[src/edf_ring_scheduler_core_macros.svh]
// assertion helpers shared by the scheduler core files
`ifndef EDF_RING_SCHEDULER_CORE_MACROS_SVH
`define EDF_RING_SCHEDULER_CORE_MACROS_SVH

`ifndef SYNTH

// same-cycle implication, checked out of reset
`define EDFRS_ASSERT_IMPL(label, clk, rst, ante, cons, msg) \
  label: assert property (@(posedge clk) disable iff (rst) (ante) |-> (cons)) \
    else $error(msg);

// next-cycle implication, checked out of reset
`define EDFRS_ASSERT_NEXT(label, clk, rst, ante, cons, msg) \
  label: assert property (@(posedge clk) disable iff (rst) (ante) |=> (cons)) \
    else $error(msg);

`else

`define EDFRS_ASSERT_IMPL(label, clk, rst, ante, cons, msg)
`define EDFRS_ASSERT_NEXT(label, clk, rst, ante, cons, msg)

`endif

`endif

[src/edfrs_pkg.sv]
`default_nettype none

package edfrs_pkg;

  // request payload
  typedef struct packed {
    logic       kind;
    logic [7:0] task_id;
    logic [14:0] deadline;
    logic [7:0] priority_req;
  } in_t;

  // result payload
  typedef struct packed {
    logic       done_res;
    logic [7:0] dispatched_id;
    logic [2:0] queued;
  } out_t;

  // one ring slot as stored in the entry ram
  typedef struct packed {
    logic [7:0]         id;
    logic signed [15:0] countdown;
    logic [7:0]         rank;
  } entry_t;

  localparam int ENTRY_W = $bits(entry_t);

  localparam logic signed [15:0] CD_MIN = 16'sh8000;

  // request kinds
  localparam logic KIND_ADD  = 1'b0;
  localparam logic KIND_TICK = 1'b1;

  typedef enum logic [2:0] {
    ST_IDLE,
    ST_ADD,
    ST_SCAN,
    ST_SWAP_HEAD,
    ST_SWAP_BEST,
    ST_RETIRE,
    ST_DEC,
    ST_RESULT
  } state_t;

  typedef struct packed {
    logic capture;
    logic add_write;
    logic scan_step;
    logic swap_head;
    logic swap_best;
    logic retire;
    logic dec_step;
    logic load_out;
  } ctrl_cmd_t;

  typedef struct packed {
    logic in_tick;
    logic empty;
    logic scan_done;
    logic need_swap;
    logic dec_done;
    logic out_free;
  } ctrl_stat_t;

endpackage

`default_nettype wire

[src/edfrs_ram.sv]
`default_nettype none

module edfrs_ram #(
  parameter int WIDTH = 32,
  parameter int DEPTH = 8
) (
  input  wire logic                     clk,
  input  wire logic                     we,
  input  wire logic [$clog2(DEPTH)-1:0] waddr,
  input  wire logic [WIDTH-1:0]         wdata,
  input  wire logic [$clog2(DEPTH)-1:0] raddr,
  output logic      [WIDTH-1:0]         rdata
);

  logic [WIDTH-1:0] mem [DEPTH];

  always_ff @(posedge clk) begin
    if (we) begin
      mem[waddr] <= wdata;
    end
    rdata <= mem[raddr];
  end

endmodule

`default_nettype wire

[src/edfrs_ctrl.sv]
`default_nettype none
`include "edf_ring_scheduler_core_macros.svh"

module edfrs_ctrl (
  input  wire logic                 clk,
  input  wire logic                 rst,
  input  wire logic                 in_valid,
  input  wire edfrs_pkg::ctrl_stat_t stat,
  output logic                      in_ready,
  output edfrs_pkg::ctrl_cmd_t      cmd
);

  edfrs_pkg::state_t state, state_next;

  always_ff @(posedge clk) begin
    if (rst) begin
      state <= edfrs_pkg::ST_IDLE;
    end else begin
      state <= state_next;
    end
  end

  always_comb begin
    state_next = state;
    case (state)
      edfrs_pkg::ST_IDLE: begin
        if (in_valid) begin
          if (!stat.in_tick) begin
            state_next = edfrs_pkg::ST_ADD;
          end else if (stat.empty) begin
            state_next = edfrs_pkg::ST_RESULT;
          end else begin
            state_next = edfrs_pkg::ST_SCAN;
          end
        end
      end
      edfrs_pkg::ST_ADD: state_next = edfrs_pkg::ST_RESULT;
      edfrs_pkg::ST_SCAN: begin
        if (stat.scan_done) begin
          state_next = stat.need_swap ? edfrs_pkg::ST_SWAP_HEAD : edfrs_pkg::ST_RETIRE;
        end
      end
      edfrs_pkg::ST_SWAP_HEAD: state_next = edfrs_pkg::ST_SWAP_BEST;
      edfrs_pkg::ST_SWAP_BEST: state_next = edfrs_pkg::ST_RETIRE;
      edfrs_pkg::ST_RETIRE:    state_next = edfrs_pkg::ST_DEC;
      edfrs_pkg::ST_DEC: begin
        if (stat.dec_done) begin
          state_next = edfrs_pkg::ST_RESULT;
        end
      end
      edfrs_pkg::ST_RESULT: begin
        if (stat.out_free) begin
          state_next = edfrs_pkg::ST_IDLE;
        end
      end
      default: state_next = edfrs_pkg::ST_IDLE;
    endcase
  end

  always_comb begin
    cmd       = '0;
    in_ready  = 1'b0;
    case (state)
      edfrs_pkg::ST_IDLE: begin
        in_ready    = 1'b1;
        cmd.capture = in_valid;
      end
      edfrs_pkg::ST_ADD:       cmd.add_write = 1'b1;
      edfrs_pkg::ST_SCAN:      cmd.scan_step = 1'b1;
      edfrs_pkg::ST_SWAP_HEAD: cmd.swap_head = 1'b1;
      edfrs_pkg::ST_SWAP_BEST: cmd.swap_best = 1'b1;
      edfrs_pkg::ST_RETIRE:    cmd.retire    = 1'b1;
      edfrs_pkg::ST_DEC:       cmd.dec_step  = 1'b1;
      edfrs_pkg::ST_RESULT:    cmd.load_out  = stat.out_free;
      default: cmd = '0;
    endcase
  end

  `EDFRS_ASSERT_NEXT(a_scan_holds, clk, rst, state == edfrs_pkg::ST_SCAN && !stat.scan_done, state == edfrs_pkg::ST_SCAN, "scan left before the last entry")
  `EDFRS_ASSERT_NEXT(a_result_to_idle, clk, rst, state == edfrs_pkg::ST_RESULT && stat.out_free, state == edfrs_pkg::ST_IDLE, "result posted but controller not idle")
  `EDFRS_ASSERT_NEXT(a_empty_tick, clk, rst, cmd.capture && stat.in_tick && stat.empty, state == edfrs_pkg::ST_RESULT, "tick on empty ring did not go straight to result")

endmodule

`default_nettype wire

[src/edfrs_datapath.sv]
`default_nettype none
`include "edf_ring_scheduler_core_macros.svh"

module edfrs_datapath #(
  parameter int RING_SLOTS = 8
) (
  input  wire logic                  clk,
  input  wire logic                  rst,
  input  wire edfrs_pkg::in_t        in_data,
  input  wire edfrs_pkg::ctrl_cmd_t  cmd,
  input  wire logic                  out_ready,
  output edfrs_pkg::ctrl_stat_t      stat,
  output logic                       out_valid,
  output edfrs_pkg::out_t            out_data
);

  localparam int PW = $clog2(RING_SLOTS);
  localparam int CW = PW + 3;
  localparam logic [PW-1:0] LAST_SLOT = PW'(RING_SLOTS - 1);
  localparam logic [CW-1:0] SLOTS_C   = CW'(RING_SLOTS);

  function automatic logic [PW-1:0] next_slot(input logic [PW-1:0] i);
    next_slot = (i == LAST_SLOT) ? '0 : i + 1'b1;
  endfunction

  logic [PW-1:0] head, tail;
  logic [PW-1:0] scan_addr, pend_addr, best_idx;
  logic          pend;
  logic          issue;
  logic          full;
  logic          best_hit;
  logic          done_q;
  logic [7:0]    disp_q;
  edfrs_pkg::in_t    req;
  edfrs_pkg::entry_t best_entry, head_entry, rd_entry, dec_entry;
  logic [edfrs_pkg::ENTRY_W-1:0] rd_data;
  logic [CW-1:0] count;

  // entry ram ports
  logic                          we;
  logic [PW-1:0]                 waddr;
  edfrs_pkg::entry_t             wentry;

  edfrs_ram #(
    .WIDTH(edfrs_pkg::ENTRY_W),
    .DEPTH(RING_SLOTS)
  ) u_ram (
    .clk  (clk),
    .we   (we),
    .waddr(waddr),
    .wdata(wentry),
    .raddr(scan_addr),
    .rdata(rd_data)
  );

  assign rd_entry = edfrs_pkg::entry_t'(rd_data);
  assign full     = (next_slot(tail) == head);
  assign issue    = (scan_addr != tail);

  // later entry takes over on a smaller countdown, or on a tie with a larger rank
  assign best_hit = (rd_entry.countdown < best_entry.countdown) ||
                    ((rd_entry.countdown == best_entry.countdown) &&
                     (best_entry.rank < rd_entry.rank));

  always_comb begin
    dec_entry = rd_entry;
    if (rd_entry.countdown != edfrs_pkg::CD_MIN) begin
      dec_entry.countdown = rd_entry.countdown - 16'sd1;
    end
  end

  always_comb begin
    we     = 1'b0;
    waddr  = tail;
    wentry = best_entry;
    if (cmd.add_write) begin
      we                = !full;
      waddr             = tail;
      wentry.id         = req.task_id;
      wentry.countdown  = {1'b0, req.deadline};
      wentry.rank       = req.priority_req;
    end else if (cmd.swap_head) begin
      we     = 1'b1;
      waddr  = head;
      wentry = best_entry;
    end else if (cmd.swap_best) begin
      we     = 1'b1;
      waddr  = best_idx;
      wentry = head_entry;
    end else if (cmd.dec_step) begin
      we     = pend;
      waddr  = pend_addr;
      wentry = dec_entry;
    end
  end

  always_comb begin
    if (tail >= head) begin
      count = CW'(tail) - CW'(head);
    end else begin
      count = CW'(tail) + SLOTS_C - CW'(head);
    end
  end

  assign stat.in_tick   = (in_data.kind == edfrs_pkg::KIND_TICK);
  assign stat.empty     = (head == tail);
  assign stat.scan_done = !pend && !issue;
  assign stat.dec_done  = !pend && !issue;
  assign stat.need_swap = (best_idx != head);
  assign stat.out_free  = !out_valid || out_ready;

  always_ff @(posedge clk) begin
    if (rst) begin
      head      <= '0;
      tail      <= '0;
      scan_addr <= '0;
      pend      <= 1'b0;
      out_valid <= 1'b0;
    end else begin
      if (cmd.capture) begin
        scan_addr <= head;
        pend      <= 1'b0;
      end else if (cmd.scan_step || cmd.dec_step) begin
        pend <= issue;
        if (issue) begin
          scan_addr <= next_slot(scan_addr);
        end
      end else if (cmd.retire) begin
        pend <= 1'b0;
        if (best_entry.countdown <= 16'sd0) begin
          head      <= next_slot(head);
          scan_addr <= next_slot(head);
        end else begin
          scan_addr <= head;
        end
      end
      if (cmd.add_write && !full) begin
        tail <= next_slot(tail);
      end
      if (cmd.load_out) begin
        out_valid <= 1'b1;
      end else if (out_ready) begin
        out_valid <= 1'b0;
      end
    end
  end

  always_ff @(posedge clk) begin
    if (cmd.capture) begin
      req    <= in_data;
      done_q <= 1'b0;
      disp_q <= '0;
    end
    if ((cmd.scan_step || cmd.dec_step) && issue) begin
      pend_addr <= scan_addr;
    end
    if (cmd.scan_step && pend) begin
      if (pend_addr == head) begin
        best_entry <= rd_entry;
        head_entry <= rd_entry;
        best_idx   <= head;
      end else if (best_hit) begin
        best_entry <= rd_entry;
        best_idx   <= pend_addr;
      end
    end
    if (cmd.add_write && !full) begin
      done_q <= 1'b1;
    end
    if (cmd.retire && (best_entry.countdown <= 16'sd0)) begin
      done_q <= 1'b1;
      disp_q <= best_entry.id;
    end
    if (cmd.load_out) begin
      out_data.done_res      <= done_q;
      out_data.dispatched_id <= disp_q;
      out_data.queued        <= count[2:0];
    end
  end

  `EDFRS_ASSERT_NEXT(a_full_add_keeps_tail, clk, rst, cmd.add_write && full, $stable(tail), "add on a full ring moved the tail")
  `EDFRS_ASSERT_IMPL(a_dec_ports_apart, clk, rst, cmd.dec_step && pend, pend_addr != scan_addr, "countdown write and read hit the same slot")
  `EDFRS_ASSERT_NEXT(a_retire_dispatch, clk, rst, cmd.retire && (best_entry.countdown <= 16'sd0), done_q && (head != $past(head)), "expired head was not dispatched")

endmodule

`default_nettype wire

[src/edf_ring_scheduler_core.sv]
// channel   signals                          payload type         moves
// --------  -------------------------------  -------------------  --------------------------
// request   in_valid / in_ready / in_data    edfrs_pkg::in_t      add task or one time tick
// result    out_valid / out_ready / out_data edfrs_pkg::out_t     status, dispatched id, count
//
// one request at a time
// a tick over the queued tasks makes one entry-ram read per cycle
//   for the minimum search, up to two swap writes, then a read-modify-write pass
//   over the remaining tasks to count their deadlines down
// the result sits in an output register, so the next request is taken while it waits
// rst is synchronous and clears the ring pointers and the handshake state only
`default_nettype none

module edf_ring_scheduler_core #(
  parameter int RING_SLOTS = 8
) (
  input  wire logic            clk,
  input  wire logic            rst,
  input  wire logic            in_valid,
  output logic                 in_ready,
  input  wire edfrs_pkg::in_t  in_data,
  output logic                 out_valid,
  input  wire logic            out_ready,
  output edfrs_pkg::out_t      out_data
);

  // command and status between the sequencer and the ring datapath
  edfrs_pkg::ctrl_cmd_t  cmd;
  edfrs_pkg::ctrl_stat_t stat;

  // sequencer: accept, add write or scan, swap, retire, countdown pass, post result
  edfrs_ctrl u_ctrl (
    .clk     (clk),
    .rst     (rst),
    .in_valid(in_valid),
    .stat    (stat),
    .in_ready(in_ready),
    .cmd     (cmd)
  );

  // ring pointers, entry ram, best-entry tracking and the result register
  edfrs_datapath #(
    .RING_SLOTS(RING_SLOTS)
  ) u_datapath (
    .clk      (clk),
    .rst      (rst),
    .in_data  (in_data),
    .cmd      (cmd),
    .out_ready(out_ready),
    .stat     (stat),
    .out_valid(out_valid),
    .out_data (out_data)
  );

endmodule

`default_nettype wire

[config.mk]
export PLATFORM = sky130hd
export DESIGN_NAME = edf_ring_scheduler_core
export DESIGN_NICKNAME = d
export VERILOG_FILES = /design/src/edfrs_pkg.sv /design/src/edfrs_ram.sv /design/src/edfrs_ctrl.sv /design/src/edfrs_datapath.sv /design/src/edf_ring_scheduler_core.sv
export VERILOG_INCLUDE_DIRS = /design/src /design/src/src
export SDC_FILE = /design/constraint.sdc
export NUM_CORES = 1
export LEC_CHECK = 0
export ABC_AREA = 1
export ABC_CLOCK_PERIOD_IN_PS = 9960
export CAP_MARGIN = 0
export CORE_MARGIN = 2
export CORE_UTILIZATION = 25
export CTS_CLUSTER_DIAMETER = 80
export CTS_CLUSTER_SIZE = 24
export DETAILED_ROUTE_END_ITERATION = 6
export DONT_BUFFER_PORTS = 1
export GPL_TIMING_DRIVEN = 1
export PLACE_DENSITY = 0.47
export SYNTH_ARGS = -nofsm -noshare
export SYNTH_HDL_FRONTEND = slang
export SYNTH_SLANG_ARGS = --single-unit
[constraint.sdc]
create_clock -name clk -period 9.96 [get_ports clk]
set_input_delay 0.996 -clock clk [delete_from_list [all_inputs] [get_ports clk]]
set_output_delay 0.996 -clock clk [all_outputs]
set_load 0.05 [all_outputs]
# Word level (Yosys, flattened, before mapping)
# Memory sizes are Yosys's and may differ from the RTL's. A register that Yosys moved wholly into a read port is not among the register bits.
# Index checks and enable logic that the tools add are counted.
dict set report op_classes {
  n_addsub 7
  muxes 51
  order_cmp 4
  n_eq_ne 22
  reduce_logical 26
  bitwise 2
}
# op n
set ops {}
lappend ops {{$mux W32} 6}
lappend ops {{$mux W3} 22}
lappend ops {{$pmux W3 S8} 1}
lappend ops {{$eq A3 B3 Y1 const B} 7}
lappend ops {{$mux W1} 19}
lappend ops {{$eq A16 B16 Y1} 1}
lappend ops {{$le A16 B1 Y1 const B} 1}
lappend ops {{$lt A16 B16 Y1} 1}
lappend ops {{$mux W16} 1}
lappend ops {{$mux W8} 2}
lappend ops {{$ne A16 B16 Y1 const B} 1}
lappend ops {{$sub A16 B2 Y16 const B} 1}
lappend ops {{$add A3 B1 Y3 const B} 4}
lappend ops {{$eq A3 B3 Y1} 3}
lappend ops {{$lt A8 B8 Y1} 1}
lappend ops {{$reduce_bool A2 Y1} 4}
lappend ops {{$eq A3 B2 Y1 const B} 2}
lappend ops {{$logic_and A1 B1 Y1} 6}
lappend ops {{$ne A2 B2 Y1 const B} 3}
lappend ops {{$ne A3 B3 Y1} 2}
lappend ops {{$reduce_and A2 Y1} 3}
lappend ops {{$sub A3 B3 Y3} 2}
lappend ops {{$logic_not A1 Y1} 4}
lappend ops {{$reduce_and A4 Y1} 1}
lappend ops {{10 further kinds} 14}
dict set report word_totals {
  out_inout_bits 14
  regBits 136
  word_cells 135
  n_memories 1
  ramBits 256
  input_bits 36
}
# memory words width read_ports rd_ports_with_merged_regs write_ports line_no
set memory_table {}
lappend memory_table {u_datapath.u_ram.mem 8 32 1 1 1 edfrs_ram.sv:15} ;# logic [WIDTH-1:0] mem [DEPTH];

# Longest topological paths before layout
# Gate-level depths: netlist of run 1.
dict set report depth {
  depth_word 8
  ltp_mapped 15
  mapped_depth_nobuf 15
}

# By module
# Synthesis of run 1 repeated with hierarchy kept, for this count alone.
dict set report unflattened {
  hier_cells 1976
  hier_area_um2 19429.9
}
# module seq_area_each_um2 cells_per_inst area_per_inst_um2 n_inst
set modules_own_cells {}
lappend modules_own_cells {edfrs_ram 8328.0 1156 11872.6 1}
lappend modules_own_cells {edfrs_datapath 3873.7 761 7206.9 1}
lappend modules_own_cells {edfrs_ctrl 60.1 59 350.3 1}

# Worst setup path after synthesis of run 1
# No wires, ideal clock.
dict set report synth_timing {
  path_kind {register -> register}
  startpoint {reg u_ctrl.state[1]}
  endpoint {reg u_datapath.head_entry[0] (netlist name), enable pin}
  setup_ps 461
  path_stages_with_launch 7
  t_required_ps 9499
  setup_slack_ps 6388
  arrival_ps 3111
  n_path_buf 0
  synth_period_minus_slack_ps 3572
  path_cell_list {dfxtp_1 > inv_2 > nor2_4 > inv_2 > nor2_1 > inv_1 > nor3_1}
}
dict set report synth_via {
  elab_chain_len 4
}
# element line_no
set synth_rtl {}
lappend synth_rtl {{start, declared} edfrs_ctrl.sv:13} ;# edfrs_pkg::state_t state, state_next;
lappend synth_rtl {{start signal, assigned} edfrs_ctrl.sv:17} ;# state <= edfrs_pkg::ST_IDLE;
lappend synth_rtl {{start signal, assigned} edfrs_ctrl.sv:19} ;# state <= state_next;
lappend synth_rtl {{$eq A3 B2 Y1} edfrs_ctrl.sv:63} ;# case (state)
lappend synth_rtl {{$mux W1} edfrs_ctrl.sv:63}
lappend synth_rtl {{$logic_and A1 B1 Y1} edfrs_datapath.sv:157} ;# if (cmd.scan_step && pend) begin
lappend synth_rtl {{$reduce_and A2 Y1 (no line)} -}
lappend synth_rtl {{end signal, assigned} edfrs_datapath.sv:160} ;# head_entry <= rd_entry;
lappend synth_rtl {{end, declared} edfrs_datapath.sv:35} ;# edfrs_pkg::entry_t best_entry, head_entry, rd_entry, dec_entry;
# Every way passes these cells.
# A chain may end at the register's enable or synchronous reset.

# Final worst setup path of run 1
dict set report layout_timing {
  startpoint {reg u_ctrl.state[0]}
  endpoint {mem u_datapath.u_ram.mem[2][6], enable pin}
}
dict set report layout_via {
  elab_chain_len 8
  word_cells_on_any_way 18
  cone_classes {4 x eq/ne; 14 x mux}
}
# element line_no
set layout_rtl {}
lappend layout_rtl {{$eq A3 B3 Y1} edfrs_ctrl.sv:63}
lappend layout_rtl {{$mux W1} edfrs_ctrl.sv:63}
lappend layout_rtl {{$mux W1} edfrs_datapath.sv:90} ;# end else if (cmd.dec_step) begin
lappend layout_rtl {{$mux W1} edfrs_datapath.sv:86} ;# end else if (cmd.swap_best) begin
lappend layout_rtl {{$mux W1} edfrs_datapath.sv:82} ;# end else if (cmd.swap_head) begin
lappend layout_rtl {{$mux W1} edfrs_datapath.sv:76} ;# if (cmd.add_write) begin
lappend layout_rtl {{$mux W1} edfrs_ram.sv:18} ;# if (we) begin
lappend layout_rtl {{$mux W1 (implied by the code)} edfrs_ram.sv:19} ;# mem[waddr] <= wdata;
lappend layout_rtl {{end, declared} edfrs_ram.sv:15}
# Parallel ways exist; a longest one is shown, timed or not.

==> impl_metrics.py, run 1 <==
metrics = {
    "synthesis": {
        "yosys_warnings": 0,
        "synth-edff-count": 377,
        "synth_top_area_cell": "edfxtp_1",
        "avgSynthCellArea_um2": 11.48,
        "yosysSeqAreaShare_pct": 69.91,
        "synth.area.top_cells": "edfxtp_1 (65%), nor2_1 (6.5%), dfxtp_1 (5.4%)",
        "synth_area_mm2": 0.01754,
        "ys.flop_type": "edfxtp_1",
        "synthAdderAreaFrac_pct": 2.397,
        "synthSimpleGateAreaFrac_pct": 13.01,
        "synthArstFlopShare_pct": 0,
        "muxShareOfSynthArea_pct": 0.05707,
        "syn_nets": 1597,
        "ys_top_cells_by_count": "edfxtp_1 (377), nor2_1 (306), nand2_1 (199), o21ai_0 (149), inv_1 (92)",
        "synth-compound-area-share_pct": 9.466,
        "synth_top_family_by_area": "simple AND/OR/NAND/NOR gates",
        "synth_cell_types": 40,
        "yosysTopAreaCellShare_pct": 64.54,
        "synth-xor-area-share_pct": 1.049,
        "yosysMostFrequentCell": "edfxtp_1",
        "syn_inst": 1528,
        "synth_seq_cells": 424,
    },
    "placed_design": {
        "hpwlAfterDp_um": 26320,
        "routabilityCongestion": 0.8315,
        "dp_cells": 2412,
        "portBuffers": 0,
    },
    "grt": {
        "antenna_found_initial": 2,
        "grt_overflow": 0,
        "grt_pass1_vias": 10853,
        "grtUsageTotal_pct": 12.04,
        "grt_start_max_net_pins": 87,
        "grt_pass1_wl_um": 66590,
    },
    "finish": {
        "final_util_pct": 27.76,
        "diodes": 0,
        "fillers": 7219,
        "drive_gt1_share_pct": 5.882,
        "syn_to_final_growth_pct": 10.44,
        "finalNonFillerCells": 2453,
        "final_net_count": 1567,
    },
    "worst_setup_path": {
        "worstPathArrival_ns": 3.44,
        "reg2reg_slack_ns": 6.73,
        "cp-end-kind": "register",
        "startpoint_type": "register",
        "ff2ff_path_depth": 10,
        "crit_start": "u_ctrl.state[0]",
        "path_class": "register to register",
        "crit_required_ns": 10.17,
        "rr_endpoint": "u_datapath.u_ram.mem[2][6]",
        "worstPathMaxFanout": 39,
        "r2r-start": "u_ctrl.state[0]",
    },
    "worst_hold_path": {
        "whs_path_depth": 0,
        "worstHoldPathType": "register to register",
        "hold_path_end": "u_datapath.out_data[4]",
        "min_from": "u_datapath.disp_q[1]",
    },
    "timing": {
        "final_hold_viol_count": 0,
        "timing.final.crit_period_ns": 3.228,
        "fin_tns_setup_ns": 0,
        "rsz0062_at_grt": "no",
        "max_freq_ghz": 0.3098,
        "worstMarginPinSlew_ns": 1.064,
        "skew_ns": 0.02093,
        "setup_violations": 0,
        "drv_slew": 0,
        "finalCritPeriodShare_pct": 32.41,
        "slew_headroom_pct": 28.70,
    },
    "power": {
        "powerDensity_mw_per_mm2": 281.5,
        "peakVddDrop_mv": 0.1292,
        "power_leakage_nw": 6.732,
    },
    "detailed_routing": {
        "drc": 0,
        "first_iter_violations": 892,
        "ant_nets": 0,
        "firstDrtPassIters": 7,
        "num_vias": 10897,
        "wire_per_inst_um": 17.59,
        "drt-total-wl_um": 43140,
        "vias_per_cell": 4.442,
    },
    "floorplan": {
        "floorplan.initialDensity_pct": 25.13,
        "dieWidth_um": 268.9,
        "die-area_mm2": 0.07230,
        "rows": 97,
        "ios": 50,
        "die_y_um": 268.9,
        "core_area_mm2": 0.06979,
    },
    "cts": {
        "cts_tree": "built",
        "cts-resized-gates": 0,
        "cts_root_buf": "clkbuf_16",
        "cts_buffers": 24,
        "cts_setup_buffers": 0,
        "insertion_delay_ns": 0.58,
        "clk_pin_slew_ns": 0.09,
        "htree_levels": 1,
        "cts_hold_buf": 0,
        "clock_path_buffers": 3,
        "clock_sinks": 424,
    },
    "job": {
        "cap_violations": 0,
    },
    "run_status": {
        "outcome": "finished clean",
    },
}
[metal layers]
metal | vias up | track usage (%) | part of all wire (%)
met3 | 51 | 1.452 | 4.2
li1 | 5267 | - | -
met2 | 199 | 19.41 | 46
met4 | 0 | 3.273 | 1.9
met1 | 5380 | 17.06 | 48
met5 | - | 0 | 0
[stage by stage]
step	setup slack (ns)	hold slack, ns	total power [mW]	instance area [um^2]
3_5_place_dp	6.718	0.4070	4.405	18600
5_1_grt	6.466	0.4374	5.817	19370
2_1_floorplan	6.388	0.4003	3.787	17540
6_report	6.732	0.4260	5.453	19370
4_1_cts	6.693	0.4278	5.521	19370
3_3_place_gp	6.744	0.4121	4.375	18600
[layout make-up]
cell class	instances	area [um^2]	share of cell area, %
clock buffers	31	648.1	3.346
clock inverters	10	125.1	0.6459
inverters	105	397.9	2.054
multi-input cells	925	4622	23.86
flip-flops and latches	424	12270	63.33
well taps	940	1176	6.072
repair buffers	18	135.1	0.6976
[worst max-delay path by stage]
stage                                             end  slack [ns]  cells past startpoint
after floorplan              u_datapath.head_entry[0]        6.39                      6
after global placement    u_datapath.u_ram.mem[2][12]        6.74                     10
after detailed placement  u_datapath.u_ram.mem[2][15]        6.72                     10
after CTS                 u_datapath.u_ram.mem[2][10]        6.69                     10
after global routing      u_datapath.u_ram.mem[2][10]        6.47                     10
final                      u_datapath.u_ram.mem[2][6]        6.73                     10
[cells in the final DEF (no fill, tap or decap), types with 10 or more instances in the layout]
cell type / instances
dfxtp_1: 45
nand4_1: 10
inv_1: 92
o21ai_0: 149
o22ai_1: 32
o21ai_1: 13
inv_2: 11
clkbuf_16: 25
nand3_1: 39
edfxtp_1: 377
o211ai_1: 19
a31oi_1: 48
a21oi_1: 31
nor2_1: 298
ha_1: 32
nand2_1: 199
xor2_1: 12
buf_4: 18
[report_power, final]
part | leakage, nW | internal (mW) | switching (mW)
logic | 2.53 | 0.410 | 1.12
clock network | 0.379 | 0.505 | 0.602
registers | 3.82 | 2.54 | 0.268
[cell families after synthesis]
kind of cell    count (synthesis)
simple gates                  572
mux                             1
xor+xnor                       21
buf+inv                       179
fa+ha+maj                      33
flops                         424
compound gates                298
[worst max-delay path, stage by stage, from the launching register on]
cell and delay (ns):
dfxtp_1 0.51, inv_2 0.12, nand3_2 0.08, buf_4 0.41, inv_2 0.38, nand2_1 0.14
o21ai_0 0.09, a21oi_1 0.21, nand2_1 0.28, nor2_4 0.14, buf_4 0.48
[sequential cells by signal (all words and copies together) (netlist names)]
signal,flops
u_datapath.best_entry,32
u_datapath.head_entry,32
u_datapath.out_data,12
u_datapath.req,31
u_datapath.u_ram.mem,256
u_datapath.pend,1
u_datapath.out_valid,1
u_datapath.u_ram.rdata,32
u_ctrl.state,3
u_datapath.pend_addr,3
u_datapath.tail,3
u_datapath.head,3
u_datapath.best_idx,3
u_datapath.done_q,1
u_datapath.disp_q,8
u_datapath.scan_addr,3
(Power assumes the default switching activity.)
==> run 2, diff against run 1 <==
Settings changed: ABC_AREA 1 to 0, ABC_CLOCK_PERIOD_IN_PS 9960 to 3000.
Clock period 9.96 ns to 3 ns, I/O delays scaled along.
==> impl_metrics.py, run 2 <==
metrics = {
    "floorplan": {
        "ios": 50,
        "rows": 96,
        "core_area_mm2": 0.06883,
        "die-area_mm2": 0.07198,
        "dieWidth_um": 268.3,
        "floorplan.initialDensity_pct": 25.37,
        "die_y_um": 268.3,
    },
    "power": {
        "power_frac_clock_pct": 21.2,
        "peakVddDrop_mv": 0.5769,
        "combPwrFrac_pct": 30.8,
        "powerDensity_mw_per_mm2": 941.2,
        "swShare_pct": 33.24,
        "p_int_mw": 12.92,
        "switchingPower_mw": 6.433,
        "power_leakage_nw": 6.582,
        "seq_power_share_pct": 47.9,
    },
    "worst_setup_path": {
        "worstPathMaxFanout": 8,
        "ff2ff_path_depth": 5,
        "reg2reg_slack_ns": 0.19,
        "cp_common_cell": "a211oi_1",
        "startpoint_type": "register",
        "cp_slowest_cell": "nor4_1",
        "critPathCapture": "u_datapath.u_ram.mem[7][12]",
        "crit_start": "u_datapath.u_ram.rdata[11]",
        "path_class": "register to register",
        "cp-end-kind": "register",
        "rr_endpoint": "u_datapath.u_ram.mem[7][12]",
        "slowest_delay_ns": 0.68,
        "worstPathArrival_ns": 3.08,
        "crit_chain": "or4_1, nor4_1, a211oi_1, a211oi_1, o22ai_1",
        "r2r-start": "u_datapath.u_ram.rdata[11]",
        "crit_required_ns": 3.27,
    },
    "finish": {
        "stdcell_area_mm2": 0.02056,
        "largest_reg_flops": 256,
        "most-common-layout-cells": "edfxtp_1 (377), buf_4 (65), mux4_2 (64)",
        "final_net_count": 1214,
        "final_util_pct": 29.88,
        "layout.cells.most_common": "edfxtp_1",
        "drive_gt1_share_pct": 20.93,
        "top_register": "u_datapath.u_ram.mem",
        "fillers": 6791,
        "finalNonFillerCells": 2098,
        "syn_to_final_growth_pct": 17.75,
    },
    "worst_hold_path": {
        "worstHoldPathType": "primary input to register",
    },
    "grt": {
        "grt_pass1_vias": 9949,
        "grtUsageTotal_pct": 12.01,
        "grt_pass1_wl_um": 64910,
        "grt_overflow": 0,
        "antenna_found_initial": 1,
        "grt_start_max_net_pins": 44,
    },
    "timing": {
        "max_freq_ghz": 0.3560,
        "timing.final.crit_period_ns": 2.809,
        "finalCritPeriodShare_pct": 93.63,
        "fin_tns_setup_ns": 0,
        "setup_violations": 0,
        "worstMarginPinSlew_ns": 0.8807,
        "drv_slew": 0,
        "final_hold_viol_count": 0,
        "rsz0062_at_grt": "no",
        "whs_ns": 0.04290,
        "slew_headroom_pct": 40.67,
        "skew_ns": 0.04200,
    },
    "run_status": {
        "outcome": "finished clean",
    },
    "detailed_routing": {
        "first_iter_violations": 816,
        "firstDrtPassIters": 5,
        "drt-total-wl_um": 42850,
        "vias_per_cell": 4.592,
        "drc": 0,
        "num_vias": 9634,
        "wire_per_inst_um": 20.43,
        "ant_nets": 0,
    },
    "synthesis": {
        "synth.area.top_cells": "edfxtp_1 (65%), mux4_2 (8.3%), dfxtp_1 (5.4%)",
        "synth_seq_cells": 424,
        "synth_area_mm2": 0.01746,
        "yosysTopAreaCellShare_pct": 64.83,
        "syn_inst": 1062,
        "synth_cell_types": 60,
        "ys_top_cells_by_count": "edfxtp_1 (377), mux4_2 (64), nand2_1 (50), dfxtp_1 (47), o21ai_0 (45)",
        "synth-edff-count": 377,
        "synth_top_area_cell": "edfxtp_1",
        "yosysSeqAreaShare_pct": 70.22,
        "avgSynthCellArea_um2": 16.44,
        "synthArstFlopShare_pct": 0,
        "yosys_warnings": 0,
        "syn_nets": 1131,
        "ys.flop_type": "edfxtp_1",
        "yosysMostFrequentCell": "edfxtp_1",
    },
    "cts": {
        "insertion_delay_ns": 0.60,
        "clock_sinks": 424,
        "htree_levels": 1,
        "clk_pin_slew_ns": 0.09,
        "cts_setup_buffers": 0,
        "cts_tree": "built",
        "cts-resized-gates": 0,
        "clock_path_buffers": 3,
        "cts_root_buf": "clkbuf_16",
        "cts_buffers": 27,
    },
    "placed_design": {
        "hpwlAfterDp_um": 27210,
        "placed_area_mm2": 0.01927,
        "dp_cells": 2012,
        "routabilityCongestion": 0.8445,
        "portBuffers": 0,
    },
    "job": {
        "cap_violations": 0,
    },
}
## run 2: layer usage
metal / part of all wire (%) / wire, um / vias to the layer above / track usage [%]
met4: 1.6 / 697 / 0 / 2.355
met2: 45 / 19380 / 246 / 18.82
met1: 49 / 20830 / 4981 / 17.77
li1: - / - / 4364 / -
met3: 4.5 / 1946 / 43 / 1.640
met5: 0 / 0 / - / 0
## run 2: how the worst min path moves through the flow
stage / from / to / slack, ns / cells after the start
5_1_grt: in_valid / u_ctrl.state[1] / 0.05 / 3
3_5_place_dp: rst / u_datapath.out_valid / 0.37 / 1
3_3_place_gp: rst / u_datapath.out_valid / 0.37 / 1
6_report: in_valid / u_datapath.pend / 0.04 / 3
4_1_cts: in_valid / u_datapath.pend / 0.01 / 3
2_1_floorplan: in_data[0] / u_datapath.req[0] / 0.40 / 0
## run 2: worst max-delay path, delay by kind of cell (launching register included)
kind            cells  cell delay (ns)
simple gates        2             1.35
compound gates      3             0.72
flops               1             0.40
## run 2: per-stage QoR
step                      total power, mW  worst slack, ns
after detailed placement            15.41           0.2431
after global placement              15.29           0.2198
final                               19.35           0.1910
after global routing                20.45          0.05683
after CTS                           19.61           0.2145
after floorplan                     12.87          -0.3915
## run 2: power by group through the flow
stage,sequential (mW),combinational (mW),clock (mW)
3_5_place_dp,9.42,5.98,0
5_1_grt,9.41,6.59,4.44
2_1_floorplan,9.02,3.86,0
4_1_cts,9.29,6.06,4.26
3_3_place_gp,9.38,5.91,0
6_report,9.27,5.97,4.11
## run 2: timing repair
item,4_1_cts,5_1_grt
endpoints found under the setup margin,0,0
endpoints found under the hold margin,45,0
hold buffers,35,0
## run 2: area by class of cell
class                           count  area (um^2)  area share, %
Tap cell                          931         1165          5.665
Inverter                           35        131.4         0.6389
Timing Repair Buffer              113         1099          5.343
Multi-Input combinational cell    544         4960          24.12
Clock inverter                     17        216.5          1.053
Sequential cell                   424        12270          59.68
Antenna cell                        1        2.502        0.01217
Clock buffer                       33        718.2          3.493
## run 2: logic make-up (layout without fill, tap and decap cells)
kind of cell	after synthesis	count (layout)	synth area share [%]
mux	138	138	12.73
xor+xnor	22	22	1.103
buf+inv	94	198	2.099
compound gates	171	171	6.413
fa+ha+maj	33	33	2.407
flops	424	424	70.22
simple gates	180	180	5.030
other cells	0	1	0
